--- config.mk ---
export PLATFORM = sky130hd
export DESIGN_NAME = bist_ram
export DESIGN_NICKNAME = d
export VERILOG_FILES = /design/src/design/bist_ram.sv
export SDC_FILE = /design/constraint.sdc
export NUM_CORES = 2
export LEC_CHECK = 0
export BUFFER_PORTS_ARGS = -buffer_cell sky130_fd_sc_hd__buf_2
export CORE_MARGIN = 5
export CORE_UTILIZATION = 40
export CTS_BUF_LIST = sky130_fd_sc_hd__clkbuf_4
export CTS_CLUSTER_SIZE = 28
export DETAILED_ROUTE_END_ITERATION = 7
export HOLD_SLACK_MARGIN = 0.05
export SLEW_MARGIN = 20
export SYNTH_ARGS = -nofsm -noshare
export SYNTH_HDL_FRONTEND = slang
export SYNTH_SLANG_ARGS = --single-unit
--- constraint.sdc ---
create_clock -name clk_i -period 4.65 [get_ports clk_i]
set_input_delay 0.465 -clock clk_i [delete_from_list [all_inputs] [get_ports clk_i]]
set_output_delay 0.465 -clock clk_i [all_outputs]
set_load 0.1 [all_outputs]
--- src/design/bist_ram.sv ---
// Generic simple dual-port RAM: one write port and one read port with
// registered read data. Depends on nothing.
`timescale 1ns / 1ps

module bist_ram #(
  parameter int unsigned Width = 32,
  parameter int unsigned Depth = 128
) (
  input  logic                     clk_i,
  input  logic                     we_i,
  input  logic [$clog2(Depth)-1:0] waddr_i,
  input  logic [Width-1:0]         wdata_i,
  input  logic                     re_i,
  input  logic [$clog2(Depth)-1:0] raddr_i,
  output logic [Width-1:0]         rdata_o
);

  logic [Width-1:0] mem_q [Depth];
  logic [Width-1:0] rdata_q;

  // Write port.
  always_ff @(posedge clk_i) begin
    if (we_i) begin
      mem_q[waddr_i] <= wdata_i;
    end
  end

  // Registered read port.
  always_ff @(posedge clk_i) begin
    if (re_i) begin
      rdata_q <= mem_q[raddr_i];
    end
  end

  assign rdata_o = rdata_q;

endmodule

==> out/qor.yml <==
setup_path:
  path_max_fanout: 1
  path_class: "reg2reg"
  worstReg2RegStart: "mem_q[18][1]$_DFFE_PP_"
  cp.required_ns: 5.97
  startpoint: "mem_q[18][1]$_DFFE_PP_"
  worst_setup_path_start_kind: "register"
  crit_arrival_ns: 5.12
  crit_path_end_kind: "register"
clock_network:
  cts_max_path_buffers: 5
  cts_num_sinks: 4128
  cts_tree: "yes"
  post_cts.repair.setup_buffers: 0
  clk_latency_ns: 1.66
  htreeDepth: 7
  cts_inserted_buffers: 1097
  cts_root_buf: "clkbuf_4"
  clk_pin_slew_ns: 0.07
global_route:
  antenna_found_initial: 58
  grt_max_degree: 129
  overflow: 0
  grt_pass1_wl_um: 620000
  first_global_vias: 78800
  grt_use_total_pct: 22.2
sta:
  worstMarginPinSlew_ns: 1.15
  fin_setup_tns_ns: 0
  finalClockSkew_ns: 0.152
  slew_viol_final: 0
  finalHoldViolations: 0
  whs_ns: 0.208
  setup_violations: 0
  rsz0062_at_grt: "false"
  fin_crit_ns: 3.79
  period_share_pct: 81.5
  fin_ws_ns: 0.858
  fmaxAchievable_mhz: 264
  maxSlewHeadroom_pct: 23.1
detailed_routing:
  vias: 76700
  drt-wirelength-per-cell_um: 34.1
  drtAntennaViolNets: 0
  dr.pass1.iters: 6
  routed_wl_um: 448000
  drt_iter0_markers: 10400
  drc: 0
  vias_per_cell: 5.84
worst_hold_path:
  min_from: "wdata_i[13]"
  hold_class: "in2reg"
final_layout:
  stdcell_count: 13100
  drive_gt1_share_pct: 44.6
  fin_area_um2: 181000
  fin_nets: 7375
  synthToLayoutAreaGrowth_pct: 15.4
  final_core_utilization_pct: 46.4
die:
  io_pins: 81
  die-area_um2: 404000
  die_x_um: 636
  die_y_um: 636
  rows: 229
  initial_core_util_pct: 40.2
  core_um2: 390000
power:
  seq_power_share_pct: 54.9
  p_leak_nw: 56.5
  p_sw_share_pct: 22.6
  internal-power_mw: 58.2
  p_total_mw: 75.2
  power_density_nw_per_um2: 416
  pwr-share-clk_pct: 39.1
  p_comb_share_pct: 6.0
  p_sw_mw: 17.0
  vdd_drop_max_mv: 0.238
synthesis:
  synth.avg_cell_area_um2: 26.1
  synth_cell_type_count: 16
  synth_area_um2: 157000
  syn_inst: 5990
  ys_warn_count: 0
  synth-seq-area-share_pct: 79.2
  synth_seq_cells: 4128
  synth_nets: 6039
placed_design:
  post-place-cells: 11300
  port_buffers: 80
  dp_hpwl_um: 247000
  pre_cts_slack_ns: 0.566
  globalplace.congestion: 0.819
  placed_cell_area_um2: 167000
run:
  drv_cap: 0
status:
  outcome: "finished clean"
cell type report:
class,count,area (um2)
fillers,32100,209000
flip-flops and latches,4128,124000
multi-input cells,1546,32300
clock buffers,1508,11300
well taps,5197,6500
repair buffers,553,5600
clock inverters,164,960
diodes,45,113
routing by layer:
layer | global-route usage (%) | up-vias | part of all wire (%) | wire length (um)
li1 | - | 29800 | - | -
met1 | 29.8 | 41800 | 38 | 171000
met2 | 35.0 | 4421 | 49 | 218000
met3 | 5.27 | 765 | 9.7 | 43500
met4 | 9.68 | 12 | 3.6 | 16100
met5 | 0 | - | 0.015 | 69
path summary, 6_finish.rpt:
path | end | slack [ns] | cells after the start
worst min register to register | rdata_o[27]$_DFFE_PP_ | 1.18 | 4
worst max-delay path | rdata_o[1]$_DFFE_PP_ | 0.86 | 6
worst min-delay path | mem_q[22][13]$_DFFE_PP_ | 0.21 | 2
worst max register to register | rdata_o[1]$_DFFE_PP_ | 0.86 | 6
repair_timing:
| action | CTS | global route |
|---|---|---|
| hold buffers | 118 | 1 |
| gates resized for setup | 0 | 0 |
| endpoints found under the hold margin | 6322 | 27 |
| setup endpoints to repair | 0 | 0 |
worst max-delay path, stage by stage (launching register included):
cell	delay (ns)
edfxtp_1	0.37
mux4_2	0.45
mux4_2	0.65
mux4_2	0.55
dlygate4sd3_1	0.64
mux2_2	0.28
dlygate4sd3_1	0.57
power groups by stage:
stage	registers [mW]	clock network (mW)	logic, mW
after floorplan	42.2	0	1.98
after global placement	42.1	0	4.33
after global routing	41.2	32.1	4.69
after CTS	41.3	30.1	4.58
after detailed placement	42.1	0	4.39
final	41.2	29.4	4.54
flip-flops by register name, indices dropped and copies added (netlist names):
signal   flops
mem_q     4096
rdata_o     32
placed cells by master, fill, tap and decap left out, drive strengths merged:
cell,count
buf,455
bufinv,12
clkbuf,1508
clkinv,130
diode,45
dlygate4sd3,98
edfxtp,4128
inv,22
mux2,32
mux4,1344
nand2,14
nand2b,2
nand3,12
nand4,3
nor2,122
nor2b,7
nor3,9
or3,1
synth_stat cells:
library cell | count | area, um2
nor3_1 | 9 | 45.0
buf_6 | 2 | 22.5
mux4_2 | 1344 | 30300
nand2_1 | 14 | 52.6
nand2b_1 | 2 | 12.5
edfxtp_1 | 4128 | 124000
nor2_1 | 122 | 458
or3_1 | 1 | 6.26
nor2b_1 | 7 | 43.8
buf_1 | 50 | 188
buf_2 | 79 | 395
buf_4 | 3 | 22.5
mux2_2 | 32 | 360
clkbuf_1 | 182 | 683
nand3_1 | 12 | 60.1
nand4_1 | 3 | 18.8
logic make-up (layout without fill, tap and decap cells):
logic type / count (synthesis) / in the layout / synth area share [%]
buffers and inverters: 316 / 2225 / 0.837
flip-flops: 4128 / 4128 / 79.2
other: 0 / 45 / 0
AND/OR/NAND/NOR: 170 / 170 / 0.445
multiplexers: 1376 / 1376 / 19.6
Note: power is estimated with default switching activity, not from simulation.
